--- src/kvt_pkg.sv ---
// shared types and constants for the key/value line tokenizer
package kvt_pkg;

  localparam logic [7:0] ChNul    = 8'h00;
  localparam logic [7:0] ChTab    = 8'h09;
  localparam logic [7:0] ChLf     = 8'h0A;
  localparam logic [7:0] ChCr     = 8'h0D;
  localparam logic [7:0] ChSpace  = 8'h20;
  localparam logic [7:0] ChHash   = 8'h23;
  localparam logic [7:0] ChEquals = 8'h3D;
  localparam logic [7:0] ChUpperA = 8'h41;
  localparam logic [7:0] ChUpperZ = 8'h5A;
  localparam logic [7:0] CaseGap  = 8'h20;

  localparam int unsigned KindW   = 3;
  localparam int unsigned CharW   = 8;
  localparam int unsigned SpacesW = 8;

  localparam logic [KindW-1:0] KindNameChar    = 3'd0;
  localparam logic [KindW-1:0] KindValueChar   = 3'd1;
  localparam logic [KindW-1:0] KindPairDone    = 3'd2;
  localparam logic [KindW-1:0] KindNameDropped = 3'd3;
  localparam logic [KindW-1:0] KindNoPair      = 3'd4;

  typedef enum logic [2:0] {
    ClsNul,
    ClsBlank,
    ClsEol,
    ClsHash,
    ClsEquals,
    ClsOther
  } char_class_e;

  typedef struct packed {
    logic             eoi;
    char_class_e      cls;
    logic [CharW-1:0] ch;
    logic [CharW-1:0] ch_lower;
  } item_t;

  typedef struct packed {
    logic  valid;
    item_t item;
  } head_t;

endpackage

--- src/kvt_if.sv ---
// handshake channels for the tokenizer input bytes and output tokens
interface kvt_in_if;
  logic       valid;
  logic       ready;
  logic       func;
  logic [7:0] in_byte;

  modport source (output valid, output func, output in_byte, input ready);
  modport sink (input valid, input func, input in_byte, output ready);
endinterface

interface kvt_out_if;
  logic       valid;
  logic       ready;
  logic [2:0] kind;
  logic [7:0] out_char;
  logic [7:0] spaces_before;

  modport source (output valid, output kind, output out_char, output spaces_before,
                  input ready);
  modport sink (input valid, input kind, input out_char, input spaces_before,
                output ready);
endinterface

--- src/kvt_front.sv ---
// front end: accepts input bytes, classifies them and queues them for the back end
module kvt_front (
  input  logic          clk_i,
  input  logic          rst_ni,
  kvt_in_if.sink        in_i,
  input  logic          pop_i,
  output kvt_pkg::head_t head_o
);

  kvt_pkg::item_t item_in;
  kvt_pkg::item_t mem_q [2];
  logic           wr_ptr_q, wr_ptr_d;
  logic           rd_ptr_q, rd_ptr_d;
  logic [1:0]     count_q, count_d;
  logic           push, pop;

  // classify the incoming byte
  always_comb begin
    item_in.eoi = in_i.func;
    item_in.ch  = in_i.in_byte;
    if (in_i.in_byte >= kvt_pkg::ChUpperA && in_i.in_byte <= kvt_pkg::ChUpperZ) begin
      item_in.ch_lower = in_i.in_byte + kvt_pkg::CaseGap;
    end else begin
      item_in.ch_lower = in_i.in_byte;
    end
    priority if (in_i.in_byte == kvt_pkg::ChNul) begin
      item_in.cls = kvt_pkg::ClsNul;
    end else if (in_i.in_byte == kvt_pkg::ChSpace || in_i.in_byte == kvt_pkg::ChTab) begin
      item_in.cls = kvt_pkg::ClsBlank;
    end else if (in_i.in_byte == kvt_pkg::ChLf || in_i.in_byte == kvt_pkg::ChCr) begin
      item_in.cls = kvt_pkg::ClsEol;
    end else if (in_i.in_byte == kvt_pkg::ChHash) begin
      item_in.cls = kvt_pkg::ClsHash;
    end else if (in_i.in_byte == kvt_pkg::ChEquals) begin
      item_in.cls = kvt_pkg::ClsEquals;
    end else begin
      item_in.cls = kvt_pkg::ClsOther;
    end
  end

  assign in_i.ready = (count_q != 2'd2);
  assign push       = in_i.valid && in_i.ready;
  assign pop        = pop_i && (count_q != 2'd0);

  assign head_o.valid = (count_q != 2'd0);
  assign head_o.item  = mem_q[rd_ptr_q];

  always_comb begin
    wr_ptr_d = push ? ~wr_ptr_q : wr_ptr_q;
    rd_ptr_d = pop ? ~rd_ptr_q : rd_ptr_q;
    count_d  = count_q + {1'b0, push} - {1'b0, pop};
  end

  always_ff @(posedge clk_i or negedge rst_ni) begin
    if (!rst_ni) begin
      wr_ptr_q <= 1'b0;
      rd_ptr_q <= 1'b0;
      count_q  <= 2'd0;
    end else begin
      wr_ptr_q <= wr_ptr_d;
      rd_ptr_q <= rd_ptr_d;
      count_q  <= count_d;
    end
  end

  always_ff @(posedge clk_i) begin
    if (push) begin
      mem_q[wr_ptr_q] <= item_in;
    end
  end

endmodule

--- src/kvt_back.sv ---
// back end: line parsing state machine and registered token output
module kvt_back #(
  parameter int unsigned SPACE_COUNT_BITS = 8
) (
  input  logic          clk_i,
  input  logic          rst_ni,
  input  kvt_pkg::head_t head_i,
  output logic          pop_o,
  kvt_out_if.source     out_o
);

  localparam logic [2:0] ModeSkip    = 3'd0;
  localparam logic [2:0] ModeComment = 3'd1;
  localparam logic [2:0] ModeName    = 3'd2;
  localparam logic [2:0] ModeDelim   = 3'd3;
  localparam logic [2:0] ModeValue   = 3'd4;

  localparam int unsigned WideW =
    (SPACE_COUNT_BITS > kvt_pkg::SpacesW) ? SPACE_COUNT_BITS : kvt_pkg::SpacesW;

  logic [2:0]                  mode_q, mode_d;
  logic                        eq_q, eq_d;
  logic [SPACE_COUNT_BITS-1:0] pend_q, pend_d;
  logic                        out_valid_q, out_valid_d;
  logic [kvt_pkg::KindW-1:0]   kind_q, kind_d;
  logic [kvt_pkg::CharW-1:0]   char_q, char_d;
  logic [kvt_pkg::SpacesW-1:0] sp_q, sp_d;
  logic                        take, emit;
  logic [WideW-1:0]            pend_ext;
  logic [kvt_pkg::SpacesW-1:0] pend_sat;
  kvt_pkg::item_t              it;

  assign it    = head_i.item;
  assign take  = head_i.valid && (!out_valid_q || out_o.ready);
  assign pop_o = take;

  // clamp the held blank count to the output width
  assign pend_ext = WideW'(pend_q);
  assign pend_sat = (pend_ext > WideW'({kvt_pkg::SpacesW{1'b1}})) ?
                    {kvt_pkg::SpacesW{1'b1}} : pend_ext[kvt_pkg::SpacesW-1:0];

  always_comb begin
    mode_d = mode_q;
    eq_d   = eq_q;
    pend_d = pend_q;
    emit   = 1'b0;
    kind_d = kind_q;
    char_d = char_q;
    sp_d   = sp_q;
    if (take) begin
      char_d = '0;
      sp_d   = '0;
      if (it.eoi) begin
        emit   = 1'b1;
        kind_d = (mode_q == ModeValue) ? kvt_pkg::KindPairDone : kvt_pkg::KindNoPair;
        mode_d = ModeSkip;
        eq_d   = 1'b0;
        pend_d = '0;
      end else begin
        unique case (mode_q)
          ModeComment: begin
            if (it.cls == kvt_pkg::ClsEol) begin
              mode_d = ModeSkip;
              eq_d   = 1'b0;
              pend_d = '0;
            end
          end
          ModeName: begin
            unique case (it.cls)
              kvt_pkg::ClsNul: ;
              kvt_pkg::ClsEol: begin
                emit   = 1'b1;
                kind_d = kvt_pkg::KindNameDropped;
                mode_d = ModeSkip;
                eq_d   = 1'b0;
                pend_d = '0;
              end
              kvt_pkg::ClsBlank, kvt_pkg::ClsEquals: begin
                mode_d = ModeDelim;
                eq_d   = 1'b0;
              end
              default: begin
                emit   = 1'b1;
                kind_d = kvt_pkg::KindNameChar;
                char_d = it.ch_lower;
              end
            endcase
          end
          ModeDelim: begin
            unique case (it.cls)
              kvt_pkg::ClsNul, kvt_pkg::ClsBlank: ;
              kvt_pkg::ClsEol: begin
                emit   = 1'b1;
                kind_d = kvt_pkg::KindNameDropped;
                mode_d = ModeSkip;
                eq_d   = 1'b0;
                pend_d = '0;
              end
              kvt_pkg::ClsEquals: begin
                eq_d = 1'b1;
                if (eq_q) begin
                  emit   = 1'b1;
                  kind_d = kvt_pkg::KindValueChar;
                  char_d = it.ch;
                  mode_d = ModeValue;
                  pend_d = '0;
                end
              end
              default: begin
                emit   = 1'b1;
                kind_d = kvt_pkg::KindValueChar;
                char_d = it.ch;
                mode_d = ModeValue;
                pend_d = '0;
              end
            endcase
          end
          ModeValue: begin
            unique case (it.cls)
              kvt_pkg::ClsNul: ;
              kvt_pkg::ClsEol: begin
                emit   = 1'b1;
                kind_d = kvt_pkg::KindPairDone;
                mode_d = ModeSkip;
                eq_d   = 1'b0;
                pend_d = '0;
              end
              kvt_pkg::ClsBlank: begin
                if (pend_q != {SPACE_COUNT_BITS{1'b1}}) begin
                  pend_d = pend_q + SPACE_COUNT_BITS'(1);
                end
              end
              default: begin
                emit   = 1'b1;
                kind_d = kvt_pkg::KindValueChar;
                char_d = it.ch;
                sp_d   = pend_sat;
                pend_d = '0;
              end
            endcase
          end
          default: begin
            // skip blanks, and any unused mode code
            mode_d = ModeSkip;
            unique case (it.cls)
              kvt_pkg::ClsNul, kvt_pkg::ClsBlank, kvt_pkg::ClsEol: ;
              kvt_pkg::ClsHash: mode_d = ModeComment;
              default: begin
                emit   = 1'b1;
                kind_d = kvt_pkg::KindNameChar;
                char_d = it.ch_lower;
                mode_d = ModeName;
              end
            endcase
          end
        endcase
      end
    end
    out_valid_d = (out_valid_q && !out_o.ready) || emit;
  end

  always_ff @(posedge clk_i or negedge rst_ni) begin
    if (!rst_ni) begin
      mode_q      <= ModeSkip;
      eq_q        <= 1'b0;
      pend_q      <= '0;
      out_valid_q <= 1'b0;
    end else begin
      mode_q      <= mode_d;
      eq_q        <= eq_d;
      pend_q      <= pend_d;
      out_valid_q <= out_valid_d;
    end
  end

  always_ff @(posedge clk_i) begin
    if (emit) begin
      kind_q <= kind_d;
      char_q <= char_d;
      sp_q   <= sp_d;
    end
  end

  assign out_o.valid         = out_valid_q;
  assign out_o.kind          = kind_q;
  assign out_o.out_char      = char_q;
  assign out_o.spaces_before = sp_q;

endmodule

--- src/key_value_line_tokenizer.sv ---
// top level of the key/value line tokenizer
// Takes one byte (or an end-of-input marker) per transaction and sustains one
// transaction per clock cycle while the output side accepts tokens. A result
// passes through the two-entry queue of the front end and then the output
// register of the parsing state machine. Input ready drops only when the queue
// is full, which happens when the output side stalls. Blanks inside a value are
// counted in SPACE_COUNT_BITS bits and reported, clamped to 255, with the next
// visible value character.
module key_value_line_tokenizer #(
  parameter int unsigned SPACE_COUNT_BITS = 8
) (
  input  logic      clk_i,
  input  logic      rst_ni,
  kvt_in_if.sink    in_i,
  kvt_out_if.source out_o
);

  kvt_pkg::head_t head;
  logic           pop;

  kvt_front u_front (
    .clk_i  (clk_i),
    .rst_ni (rst_ni),
    .in_i   (in_i),
    .pop_i  (pop),
    .head_o (head)
  );

  kvt_back #(
    .SPACE_COUNT_BITS (SPACE_COUNT_BITS)
  ) u_back (
    .clk_i  (clk_i),
    .rst_ni (rst_ni),
    .head_i (head),
    .pop_o  (pop),
    .out_o  (out_o)
  );

endmodule

--- src/flat_wrapper.sv ---
// flat-port wrapper written by rule: the top's interface ports become plain ports
module key_value_line_tokenizer_flat 
#(
  parameter int unsigned SPACE_COUNT_BITS = 8
)
  (clk_i, rst_ni, in_i_valid, in_i_func, in_i_in_byte, in_i_ready, out_o_valid, out_o_kind, out_o_out_char, out_o_spaces_before, out_o_ready);
  kvt_in_if in_i_i ();
  kvt_out_if out_o_i ();
  input  logic clk_i;
  input  logic rst_ni;
  input wire logic [$bits(in_i_i.valid)-1:0] in_i_valid;
  input wire logic [$bits(in_i_i.func)-1:0] in_i_func;
  input wire logic [$bits(in_i_i.in_byte)-1:0] in_i_in_byte;
  output wire logic [$bits(in_i_i.ready)-1:0] in_i_ready;
  output wire logic [$bits(out_o_i.valid)-1:0] out_o_valid;
  output wire logic [$bits(out_o_i.kind)-1:0] out_o_kind;
  output wire logic [$bits(out_o_i.out_char)-1:0] out_o_out_char;
  output wire logic [$bits(out_o_i.spaces_before)-1:0] out_o_spaces_before;
  input wire logic [$bits(out_o_i.ready)-1:0] out_o_ready;
  assign in_i_i.valid = in_i_valid;
  assign in_i_i.func = in_i_func;
  assign in_i_i.in_byte = in_i_in_byte;
  assign in_i_ready = in_i_i.ready;
  assign out_o_valid = out_o_i.valid;
  assign out_o_kind = out_o_i.kind;
  assign out_o_out_char = out_o_i.out_char;
  assign out_o_spaces_before = out_o_i.spaces_before;
  assign out_o_i.ready = out_o_ready;
  key_value_line_tokenizer #(.SPACE_COUNT_BITS(SPACE_COUNT_BITS)) u_core (.clk_i(clk_i), .rst_ni(rst_ni), .in_i(in_i_i), .out_o(out_o_i));
endmodule
--- config.mk ---
export PLATFORM = sky130hd
export DESIGN_NAME = key_value_line_tokenizer_flat
export DESIGN_NICKNAME = d
export VERILOG_FILES = /design/src/kvt_pkg.sv /design/src/kvt_if.sv /design/src/kvt_front.sv /design/src/kvt_back.sv /design/src/key_value_line_tokenizer.sv /design/src/flat_wrapper.sv
export SDC_FILE = /design/constraint.sdc
export NUM_CORES = 1
export LEC_CHECK = 0
export ABC_AREA = 1
export BUFFER_PORTS_ARGS = -buffer_cell sky130_fd_sc_hd__buf_2
export CORE_AREA = 2 2 80 82
export CTS_BUF_LIST = sky130_fd_sc_hd__clkbuf_4 sky130_fd_sc_hd__clkbuf_8 sky130_fd_sc_hd__clkbuf_16
export DETAILED_ROUTE_END_ITERATION = 10
export DIE_AREA = 0 0 82 84
export PLACE_DENSITY = 0.78
export RECOVER_POWER = 25
export SYNTH_ARGS = -nofsm -noshare
export SYNTH_HDL_FRONTEND = slang
export SYNTH_SLANG_ARGS = --single-unit
--- constraint.sdc ---
create_clock -name clk_i -period 2.1 [get_ports clk_i]
set_clock_uncertainty 0.05 [all_clocks]
set_input_delay 0.42 -clock clk_i [delete_from_list [all_inputs] [get_ports clk_i]]
set_output_delay 0.42 -clock clk_i [all_outputs]
set_load 0.05 [all_outputs]
==> key figures, run 1 <==
Outcome
  – Outcome: completed

Layout
  – Non-filler cells, final: 506
  – Ant. Diodes: 0
  – Leading cell type in the layout, fill and taps excluded: nand2_1
  – Final #Nets: 441
  – Share of layout cells above drive strength 1: 0.200
  – Synth-to-layout area growth: 15.7%
  – Finished Core Util: 0.658
  – Most frequent cells in the layout: nand2_1, edfxtp_1, nor2_1, inv_1, nand3_1
  – Final Cell Area: 0.00401 mm^2

Global route
  – Largest net degree at the start of global routing: 18
  – Antenna violations before repair: 0
  – First-pass GRT wire length: 11,600 um
  – Gr usage total: 0.222
  – Grt total ovfl: 0
  – Number of global-route vias before repair: 2,595

Yosys
  – Async S/R FF share, synth: 0.258
  – Synth Net Count: 392
  – Mean Syn Cell Area: 9.25 um^2
  – Synth Warn #: 0
  – Cells after Synth: 375
  – Sequential share of the synthesized area: 0.547
  – Netlist cell types: 35
  – Ys flop type: edfxtp_1
  – EDFF count, synth: 49
  – Seq cells post-synth: 66
  – Cell Area, Synth: 0.00347 mm^2

Place
  – DP Cell Count: 489
  – Post-DP HPWL: 4880 um
  – DP Worst Slack: 11.8 ps
  – Port Buffers: 33
  – Placement Cell Area: 0.00377 mm^2
  – Final GP Congestion: 0.958

Worst setup path
  – Worst R2R Setup Slack: 120 ps
  – Crit start category: flop
  – WP data arrival: 1980 ps
  – FF-to-FF End: u_core.u_back.out_o.out_char[5]$_SDFFCE_PP0P_
  – Worst setup EP type: flop
  – Crit path max fanout: 16
  – Worst R2R Path Depth: 10
  – Critical path class: reg2reg
  – WP data required: 2100 ps
  – FF-to-FF Start: u_core.u_front.rd_ptr_q$_DFFE_PN0P_

Routing
  – Via density: 5.36
  – Vias: 2,714
  – DRC Markers: 0
  – Drt pass-1 iters: 5
  – Initial DRC count: 235
  – Total wire length: 6890 um
  – Post-DR wirelength/cell: 13.6 um
  – Post-route antenna net violation count: 0

STA
  – Final min period: 1980 ps
  – Pins over their slew limit: 0
  – # setup viols final: 0
  – Tcrit/Tclk final: 0.943
  – Final count of hold timing violations: 0
  – Achievable Freq: 505 MHz
  – Hold Slack: 221 ps
  – RSZ-0062 raised after global routing: no
  – Worst slew pin tran: 980 ps
  – Final setup margin: 119 ps
  – Fin Setup TNS: 0 ps
  – Max-slew headroom: 0.347

Clocking
  – Clock Tree Buf Depth: 2
  – CTS sink count: 66
  – Worst-Skew Late Latency: 340 ps
  – Post-CTS setup buffers: 0
  – Root buf cell: clkbuf_8
  – CTS tree: yes
  – H-tree levels: 3
  – CTS buffer count: 9
  – Clk slew on worst S/H paths: 70 ps

Die
  – Row count: 29
  – Die Footprint: 0.00689 mm^2
  – Total core area: 0.00610 mm^2
  – IO Count: 34
  – Initial core utilization: 0.569
  – Die Y: 84 um
  – Die X: 82 um

Power and ir drop
  – Sequential share of power: 0.328
  – Total power: 6.32 mW
  – Leakage: 1.79 nW
  – Switching Power: 2.80 mW
  – VDD IR max: 0.000924 V
  – Sw Ratio: 0.443
  – Pwr Density: 1580 mW/mm^2
  – Clock Power Share: 0.202
  – Logic pwr share: 0.471
  – P_int: 3.52 mW

Worst hold path
  – Hold crit path type: in2reg
  – Hold path cells: 1
  – Worst Hold End: u_core.u_front.mem_q[0][19]$_DFFE_PP_
  – Hold Startpoint: in_i_func

Run
  – Max-cap check violation count: 0
==> registers in the layout, indices dropped and copies added, names as in the netlist <==
name	flops
u_core.u_back.pend_ext	8
u_core.u_back.out_o.kind	3
u_core.u_front.rd_ptr_q	1
u_core.u_front.mem_q	30
u_core.u_front.wr_ptr_q	1
u_core.u_back.out_o.valid	1
u_core.u_front.count_q	2
u_core.u_back.mode_q	3
u_core.u_back.out_o.out_char	8
u_core.u_back.out_o.spaces_before	8
u_core.u_back.eq_q	1
==> cell usage after synthesis (3+ instances only) <==
| master | instances | area share |
|---|---|---|
| nand2_1 | 97 | 0.10 |
| edfxtp_1 | 49 | 0.42 |
| nor2_1 | 46 | 0.050 |
| inv_1 | 37 | 0.040 |
| nand3_1 | 37 | 0.053 |
| dfrtp_1 | 17 | 0.12 |
| nand4_1 | 11 | 0.020 |
| a21oi_1 | 8 | 0.012 |
| inv_2 | 7 | 0.0076 |
| nand2_2 | 7 | 0.013 |
| nor3_1 | 7 | 0.010 |
| o21ai_0 | 6 | 0.0087 |
| mux2i_1 | 5 | 0.014 |
| nand2_4 | 5 | 0.016 |
| ha_1 | 4 | 0.014 |
| nand3_2 | 3 | 0.0087 |
| nor2_2 | 3 | 0.0054 |
| o21ai_2 | 3 | 0.0076 |
==> per-layer routing <==
metal  up-vias  GRT usage  wire length, um
li1       1342          -                -
met1      1235      0.284             2940
met2       117      0.338             3360
met3        20     0.0606              418
met4         0      0.123              181
met5         -          0                0
==> logic make-up (layout without fill, tap and decap cells) <==
group | after synthesis | count (layout) | synth area share
xor gates and xnor gates | 3 | 3 | 0.00758
muxes | 5 | 5 | 0.0144
DFF | 66 | 66 | 0.547
buffers and inverters | 50 | 104 | 0.0617
and+or+nand+nor | 224 | 224 | 0.316
AOI/OAI and AO/OA | 23 | 23 | 0.0390
adders and majority gates | 4 | 4 | 0.0144
==> worst max-delay path by stage <==
stage / end / startpoint / slack, ps
final: u_core.u_back.out_o.out_char[5]$_SDFFCE_PP0P_ / u_core.u_front.rd_ptr_q$_DFFE_PN0P_ / 120
after global routing: u_core.u_back.out_o.out_char[5]$_SDFFCE_PP0P_ / u_core.u_front.rd_ptr_q$_DFFE_PN0P_ / 20
after CTS: u_core.u_back.out_o.out_char[5]$_SDFFCE_PP0P_ / u_core.u_front.rd_ptr_q$_DFFE_PN0P_ / 4
after detailed placement: u_core.u_back.out_o.out_char[3]$_SDFFCE_PP0P_ / u_core.u_front.rd_ptr_q$_DFFE_PN0P_ / 10
after global placement: u_core.u_back.out_o.out_char[6]$_SDFFCE_PP0P_ / u_core.u_front.rd_ptr_q$_DFFE_PN0P_ / 120
after floorplan: u_core.u_front.mem_q[1][10]$_DFFE_PP_ / u_core.u_front.count_q[0]$_DFF_PN0_ / 30
==> cell type report <==
class,count,area (um^2)
Tap cell,77,96.3
Sequential cell,66,1900
Timing Repair Buffer,42,236
Multi-Input combinational cell,259,1360
Fill cell,492,2080
Clock buffer,11,139
Clock inverter,5,103
Inverter,46,183
==> worst max-delay path, cell delays in order, from the launching register on <==
cell and delay [ps]:
dfrtp_2 520, inv_8 80, nand2_4 90, nand2_8 80, nor2_4 150, nand3_1 140
o21a_1 150, nand3_1 80, nand2_1 90, inv_1 110, buf_12 150
==> timing repair <==
action                     CTS  global route
setup endpoints to repair    0            25
resized for setup            0             1
hold buffers                 1             0
hold endpoints to repair    17             0
==> power groups by stage <==
| stage | Clock, mW | Combinational, mW | Sequential [mW] |
|---|---|---|---|
| floorplan | 0 | 1.61 | 2.76 |
| global placement | 0 | 2.91 | 2.08 |
| detailed placement | 0 | 2.97 | 2.10 |
| CTS | 1.31 | 2.98 | 2.07 |
| global route | 1.36 | 3.25 | 2.11 |
| finish | 1.28 | 2.98 | 2.07 |
(Power assumes the default switching activity.)
==> inputs of run 2 (changes only) <==
- CORE_AREA: 2 2 80 82 -> 2 2 81 83
- DIE_AREA: 0 0 82 84 -> 0 0 83 85
- GPL_TIMING_DRIVEN: unset -> 0
- SYNTH_HIERARCHICAL: unset -> 1
==> key figures, run 2 <==
Worst setup path
  – Critical path cell sequence: buf_6 > nand2_1 > nand2_4 > nor2_4 > nand3b_1 > nand2_1 > nand2_2 > nand2_4 > inv_1 > nand3b_1 > clkinvlp_4 > clkbuf_16 (was inv_8 > nand2_4 > nand2_8 > nor2_4 > nand3_1 > o21a_1 > nand3_1 > nand2_1 > inv_1 > buf_12)
  – CP bufs+invs: 4 (was 3)
  – Critical path class: reg2reg (unchanged)
  – WP data arrival: 2120 ps (was 1980 ps)
  – Crit path max fanout: 8 (was 16)
  – Crit-path slowest cell: dfrtp_1 (was dfrtp_2)
  – FF-to-FF Start: u_core/u_front/rd_ptr_q$_DFFE_PN0P_ (was u_core.u_front.rd_ptr_q$_DFFE_PN0P_)
  – Crit. Startpoint: u_core/u_front/rd_ptr_q$_DFFE_PN0P_ (was u_core.u_front.rd_ptr_q$_DFFE_PN0P_)
  – Crit start category: flop (unchanged)
  – Largest stage delay, worst path: 370 ps (was 520 ps)
  – Delay-heaviest family, CP: simple AND/OR/NAND/NOR gates (unchanged)
  – Worst setup EP type: flop (unchanged)
  – WP data required: 2170 ps (was 2100 ps)

Clocking
  – CTS tree: yes (unchanged)
  – Worst-Skew Late Latency: 350 ps (was 340 ps)
  – Clk slew on worst S/H paths: 70 ps (about the same)
  – H-tree levels: 3 (unchanged)
  – CTS buffer count: 9 (unchanged)
  – CTS sink count: 66 (unchanged)
  – Clock Tree Buf Depth: 2 (unchanged)
  – Root buf cell: clkbuf_8 (unchanged)

Place
  – Port Buffers: 33 (unchanged)
  – Final GP Congestion: 0.905 (was 0.958)
  – DP Cell Count: 535 (was 489)
  – DP Worst Slack: -441 ps (was 11.8 ps)
  – Post-DP HPWL: 5130 um (was 4880 um)

Routing
  – Vias: 2,971 (was 2,714)
  – Drt pass-1 iters: 4 (was 5)
  – Via density: 5.28 (was 5.36)
  – Post-route antenna net violation count: 0 (unchanged)
  – DRC Markers: 0 (unchanged)
  – Total wire length: 7510 um (was 6890 um)
  – Post-DR wirelength/cell: 13.3 um (was 13.6 um)
  – Initial DRC count: 139 (was 235)

Layout
  – Non-filler cells, final: 563 (was 506)
  – Fillers: 511 (was 492)
  – Most flops, register: u_core/u_front/mem_q (was u_core.u_front.mem_q)
  – Leading cell type in the layout, fill and taps excluded: nand2_1 (unchanged)
  – Most frequent cells in the layout: nand2_1, edfxtp_1, nand3_1, nor2_1, inv_1 (was nand2_1, edfxtp_1, nor2_1, inv_1, nand3_1)
  – Synth-to-layout area growth: 19.9% (was 15.7%)
  – Ant. Diodes: 0 (unchanged)
  – Max reg flops: 30 (unchanged)
  – Area of the multi-input gates: 0.00153 mm^2 (was 0.00136 mm^2)
  – Share of layout cells above drive strength 1: 0.241 (was 0.200)
  – Register area: 0.00190 mm^2 (about the same)
  – Final #Nets: 498 (was 441)

Yosys
  – Cells after Synth: 425 (was 375)
  – Post-synth top area share: 0.414 (was 0.424)
  – Post-synth top area cell: edfxtp_1 (unchanged)
  – Synth Warn #: 6 (was 0)
  – Synth Net Count: 442 (was 392)
  – Ys flop type: edfxtp_1 (unchanged)
  – Synth area leaders: edfxtp_1, nand2_1, dfrtp_1, nand3_1, inv_1 (was edfxtp_1, dfrtp_1, nand2_1, nand3_1, nor2_1)
  – Cell Area, Synth: 0.00356 mm^2 (was 0.00347 mm^2)
  – EDFF count, synth: 49 (unchanged)
  – Seq cells post-synth: 66 (unchanged)
  – Synth top cells by count: nand2_1, edfxtp_1, nand3_1 (was nand2_1, edfxtp_1, nor2_1)
  – Mean Syn Cell Area: 8.37 um^2 (was 9.25 um^2)
  – Async S/R FF share, synth: 0.258 (unchanged)
  – Netlist cell types: 34 (was 35)
  – Sequential share of the synthesized area: 0.533 (was 0.547)
  – Top-count cell post-synth: nand2_1 (unchanged)

Power and ir drop
  – Switching Power: 3.13 mW (was 2.80 mW)
  – Leakage: 1.96 nW (was 1.79 nW)
  – Clock Power Share: 0.144 (was 0.202)
  – Pwr Density: 1550 mW/mm^2 (was 1580 mW/mm^2)
  – Sw Ratio: 0.473 (was 0.443)
  – Sequential share of power: 0.309 (was 0.328)
  – Logic pwr share: 0.547 (was 0.471)
  – VDD IR max: 0.00105 V (was 0.000924 V)
  – P_int: 3.49 mW (was 3.52 mW)
  – Total power: 6.61 mW (was 6.32 mW)

Global route
  – Gr usage total: 0.218 (was 0.222)
  – Largest net degree at the start of global routing: 18 (unchanged)
  – Grt total ovfl: 0 (unchanged)
  – Number of global-route vias before repair: 2,791 (was 2,595)
  – First-pass GRT wire length: 12,300 um (was 11,600 um)
  – Antenna violations before repair: 0 (unchanged)

Worst hold path
  – Hold crit path type: in2reg (unchanged)
  – Hold Startpoint: out_o_ready (was in_i_func)

STA
  – Final count of hold timing violations: 0 (unchanged)
  – Pins over their slew limit: 0 (unchanged)
  – Tcrit/Tclk final: 0.977 (was 0.943)
  – Max-slew headroom: 0.143 (was 0.347)
  – Fin Setup TNS: 0 ps (unchanged)
  – Final setup margin: 48.4 ps (was 119 ps)
  – RSZ-0062 raised after global routing: yes (was no)
  – Final min period: 2050 ps (was 1980 ps)
  – Worst slew pin tran: 1280 ps (was 980 ps)
  – Achievable Freq: 487 MHz (was 505 MHz)
  – # setup viols final: 0 (unchanged)

Die
  – Die Y: 85 um (was 84 um)
  – IO Count: 34 (unchanged)
  – Row count: 29 (unchanged)
  – Die X: 83 um (was 82 um)
  – Die Footprint: 0.00706 mm^2 (was 0.00689 mm^2)
  – Initial core utilization: 0.574 (was 0.569)
  – Total core area: 0.00620 mm^2 (was 0.00610 mm^2)

Run
  – Max-cap check violation count: 0 (unchanged)

Outcome
  – Outcome: completed (unchanged)
## run 2: cell types whose count changed after synthesis, sizes merged, moves of 2 or more
cell    before  now
nand3b       0    3
mux2i        5    0
and2         0    2
nand2      111  166
buf          3    8
nand4       11    7
nor2        52   45
a21oi        8    5
inv         46   48
## run 2: cells by family after synthesis
kind of cell             count (synthesis)  share of synthesized area
flip-flops                              66                      0.533
AO/OA/AOI/OAI                           20                     0.0320
buffers and inverters                   59                     0.0686
AND/OR/NAND/NOR                        273                      0.345
XOR/XNOR                                 3                    0.00739
adder cells (fa/ha/maj)                  4                     0.0141
## run 2: worst register-to-register path: stages, from the launching register on
cell and delay [ps]:
dfrtp_1 370, buf_6 140, nand2_1 100, nand2_4 110, nor2_4 160, nand3b_1 100
nand2_1 90, nand2_2 70, nand2_4 70, inv_1 40, nand3b_1 160, clkinvlp_4 170
clkbuf_16 180
## run 2: metrics by stage
stage                     utilization  area (um^2)  hold WS, ps
after floorplan                     -         3580         74.4
after global placement          0.619         3840          307
after detailed placement        0.619         3840          308
after CTS                       0.664         4120          196
after global routing            0.687         4270          200
final                           0.687         4270          205
## run 2: repair_timing
item                                    4_1_cts  5_1_grt
buffers inserted                              4        6
resized for setup                            15       25
hold buffers                                  1        0
pin swaps                                     3        6
endpoints found under the setup margin       27       63
gates cloned                                  0        1
endpoints found under the hold margin        17        0
## run 2: path summary, 6_finish.rpt
path | endpoint | slack (ps) | cells past startpoint
max | u_core/u_back/out_o.spaces_before[2]$_SDFFCE_PP0P_ | 50 | 12
min | u_core/u_back/out_o.valid$_DFF_PN0_ | 200 | 2
max reg2reg | u_core/u_back/out_o.spaces_before[2]$_SDFFCE_PP0P_ | 50 | 12
min reg2reg | u_core/u_back/eq_q$_DFFE_PN0P_ | 450 | 2
max in group asynchronous | u_core/u_front/rd_ptr_q$_DFFE_PN0P_ | 780 | 2
min in group asynchronous | u_core/u_back/pend_ext[4]$_DFFE_PN0P_ | 670 | 2
## run 2: layer usage
metal / track usage / share of wire / vias to the layer above
li1: - / - / 1491
met1: 0.259 / 0.39 / 1337
met2: 0.375 / 0.52 / 126
met3: 0.0496 / 0.061 / 17
met4: 0.112 / 0.023 / 0
met5: 0 / 0 / -
## run 2: final cells by class
| class | count | share of cell area |
|---|---|---|
| sequential | 66 | 0.445 |
| clock inverter | 7 | 0.0126 |
| timing repair buffer | 45 | 0.0645 |
| buffer | 10 | 0.0220 |
| multi-input combinational | 300 | 0.358 |
| inverter | 49 | 0.0469 |
| tap | 77 | 0.0226 |
| clock buffer | 9 | 0.0290 |
## run 2: power groups by stage
stage	clock network [mW]	registers, mW	logic [mW]
after floorplan	0	2.75	1.75
after global placement	0	2.06	2.98
after detailed placement	0	2.07	3.04
after CTS	0.968	2.04	3.28
after global routing	1.03	2.09	3.94
final	0.952	2.04	3.61
==> inputs of run 3 (changes only) <==
- MAX_ROUTING_LAYER: unset -> met4
==> key figures, run 3 (same netlist as run 2, synthesis figures left out) <==
Outcome
  – Outcome: completed (unchanged)

Worst setup path
  – Worst R2R Setup Slack: 40 ps (was 50 ps)
  – WP data required: 2110 ps (was 2170 ps)
  – WP data arrival: 2070 ps (was 2120 ps)
  – Critical path class: reg2reg (unchanged)
  – FF-to-FF End: u_core/u_back/out_o.out_char[6]$_SDFFCE_PP0P_ (was u_core/u_back/out_o.spaces_before[2]$_SDFFCE_PP0P_)
  – Critical path cell sequence: buf_6 > buf_8 > nand2_4 > nand2_8 > buf_6 > nand3b_1 > nand2_1 > nand2_2 > nand2_4 > inv_2 > nand3b_1 > clkinvlp_4 > clkbuf_16 (was buf_6 > nand2_1 > nand2_4 > nor2_4 > nand3b_1 > nand2_1 > nand2_2 > nand2_4 > inv_1 > nand3b_1 > clkinvlp_4 > clkbuf_16)
  – Crit path max fanout: 8 (unchanged)
  – Worst setup EP type: flop (unchanged)
  – Worst R2R Path Depth: 13 (was 12)
  – Largest stage delay, worst path: 370 ps (about the same)
  – Crit-path slowest cell: dfrtp_1 (unchanged)
  – FF-to-FF Start: u_core/u_front/rd_ptr_q$_DFFE_PN0P_ (unchanged)
  – Crit start category: flop (unchanged)

Power and ir drop
  – Pwr Density: 1600 mW/mm^2 (was 1550 mW/mm^2)
  – VDD IR max: 0.00114 V (was 0.00105 V)
  – Total power: 7.01 mW (was 6.61 mW)
  – Leakage: 2.02 nW (was 1.96 nW)

Layout
  – Register area: 0.00190 mm^2 (unchanged)
  – Area of the multi-input gates: 0.00153 mm^2 (unchanged)
  – Most flops, register: u_core/u_front/mem_q (unchanged)
  – Max reg flops: 30 (unchanged)
  – Share of layout cells above drive strength 1: 0.255 (was 0.241)
  – Final #Nets: 506 (was 498)
  – Synth-to-layout area growth: 22.9% (was 19.9%)
  – Non-filler cells, final: 571 (was 563)
  – Leading cell type in the layout, fill and taps excluded: nand2_1 (unchanged)
  – Ant. Diodes: 0 (unchanged)
  – Most frequent cells in the layout: nand2_1, edfxtp_1, nand3_1, inv_1, nor2_1 (was nand2_1, edfxtp_1, nand3_1, nor2_1, inv_1)
  – Fillers: 480 (was 511)

Die
  – Die Y: 85 um (unchanged)
  – IO Count: 34 (unchanged)
  – Die X: 83 um (unchanged)
  – Die Footprint: 0.00706 mm^2 (unchanged)
  – Total core area: 0.00620 mm^2 (unchanged)
  – Initial core utilization: 0.574 (unchanged)
  – Row count: 29 (unchanged)

Place
  – Post-DP HPWL: 5080 um (was 5130 um)
  – Port Buffers: 33 (unchanged)
  – DP Worst Slack: -449 ps (was -441 ps)
  – Final GP Congestion: 0.908 (was 0.905)
  – DP Cell Count: 535 (unchanged)

Worst hold path
  – Hold crit path type: in2reg (unchanged)
  – Hold Startpoint: out_o_ready (unchanged)
  – Hold path cells: 2 (unchanged)
  – Worst Hold End: u_core/u_back/out_o.valid$_DFF_PN0_ (unchanged)

Global route
  – Antenna violations before repair: 0 (unchanged)
  – Number of global-route vias before repair: 2,709 (was 2,791)
  – Largest net degree at the start of global routing: 18 (unchanged)
  – Grt total ovfl: 0 (unchanged)
  – Gr usage total: 0.219 (was 0.218)
  – First-pass GRT wire length: 12,000 um (was 12,300 um)

Routing
  – DRC Markers: 0 (unchanged)
  – Post-route antenna net violation count: 0 (unchanged)
  – Drt pass-1 iters: 4 (unchanged)
  – Vias: 2,978 (was 2,971)
  – Post-DR wirelength/cell: 13.2 um (was 13.3 um)
  – Initial DRC count: 143 (was 139)
  – Total wire length: 7540 um (was 7510 um)
  – Via density: 5.22 (was 5.28)

STA
  – Final count of hold timing violations: 0 (unchanged)
  – RSZ-0062 raised after global routing: yes (unchanged)
  – Achievable Freq: 485 MHz (was 487 MHz)
  – Tcrit/Tclk final: 0.983 (was 0.977)
  – Final setup margin: 36.0 ps (was 48.4 ps)
  – Final min period: 2060 ps (was 2050 ps)
  – # setup viols final: 0 (unchanged)
  – Pins over their slew limit: 0 (unchanged)
  – Worst slew pin tran: 880 ps (was 1280 ps)
  – Hold Slack: 204 ps (was 205 ps)
  – Max-slew headroom: 0.413 (was 0.143)

Clocking
  – Root buf cell: clkbuf_8 (unchanged)
  – CTS buffer count: 9 (unchanged)
  – Clk slew on worst S/H paths: 70 ps (about the same)
  – CTS tree: yes (unchanged)
  – Worst-Skew Late Latency: 340 ps (was 350 ps)
  – Clock Tree Buf Depth: 2 (unchanged)
  – CTS sink count: 66 (unchanged)
  – H-tree levels: 3 (unchanged)

Run
  – Max-cap check violation count: 0 (unchanged)
[run 3: worst max path at each step]
| stage | startpoint | end | slack, ps | depth (start not counted) |
|---|---|---|---|---|
| floorplan | u_core/u_front/rd_ptr_q$_DFFE_PN0P_ | u_core/u_back/out_o.out_char[0]$_SDFFCE_PP0P_ | 2 | 11 |
| global placement | u_core/u_front/rd_ptr_q$_DFFE_PN0P_ | u_core/u_back/out_o.out_char[1]$_SDFFCE_PP0P_ | -410 | 11 |
| detailed placement | u_core/u_front/rd_ptr_q$_DFFE_PN0P_ | u_core/u_back/out_o.out_char[1]$_SDFFCE_PP0P_ | -450 | 11 |
| CTS | u_core/u_front/rd_ptr_q$_DFFE_PN0P_ | u_core/u_back/out_o.spaces_before[3]$_SDFFCE_PP0P_ | 1 | 13 |
| global route | u_core/u_front/rd_ptr_q$_DFFE_PN0P_ | u_core/u_back/out_o.spaces_before[7]$_SDFFCE_PP0P_ | -80 | 13 |
| finish | u_core/u_front/rd_ptr_q$_DFFE_PN0P_ | u_core/u_back/out_o.out_char[6]$_SDFFCE_PP0P_ | 40 | 13 |
[run 3: power by group]
part           leakage [nW]  total, mW  switching, mW  internal, mW
clock                 0.102       1.17          0.484         0.683
combinational          1.23       3.80           2.54          1.25
sequential            0.686       2.04          0.129          1.92
[run 3: routing by layer]
layer	share of wire	vias to the layer above	wire length (um)	track usage
met4	0.0099	0	75	0.0849
li1	-	1499	-	-
met5	0	-	0	-
met1	0.42	1372	3140	0.264
met2	0.53	97	3970	0.360
met3	0.048	10	365	0.0506
[run 3: what timing repair did]
item | CTS | global route
endpoints found under the setup margin | 30 | 66
pin swaps | 2 | 9
hold endpoints to repair | 17 | 0
buffers inserted | 4 | 14
cloned | 0 | 1
gates resized for setup | 13 | 29
hold buffers | 1 | 0
[run 3: worst max-delay path: cells and delay by family, from the launching register on]
family / cells / cell delay (ps)
simple gates: 7 / 560
buf+inv: 6 / 790
flops: 1 / 370
[run 3: cell type report]
class                   instances  share of cell area
flip-flops and latches         66               0.434
well taps                      77              0.0220
repair buffers                 53              0.0775
multi-input cells             300               0.349
plain buffers                  10              0.0215
clock inverters                 6              0.0209
clock buffers                  10              0.0300
inverters                      49              0.0458
[run 3: per-stage QoR]
stage,utilization,setup TNS [ps],cell area [um^2]
CTS,0.670,0,4160
global placement,0.619,-6920,3840
finish,0.705,0,4370
detailed placement,0.619,-7880,3840
global route,0.705,-1050,4370
floorplan,-,0,3580
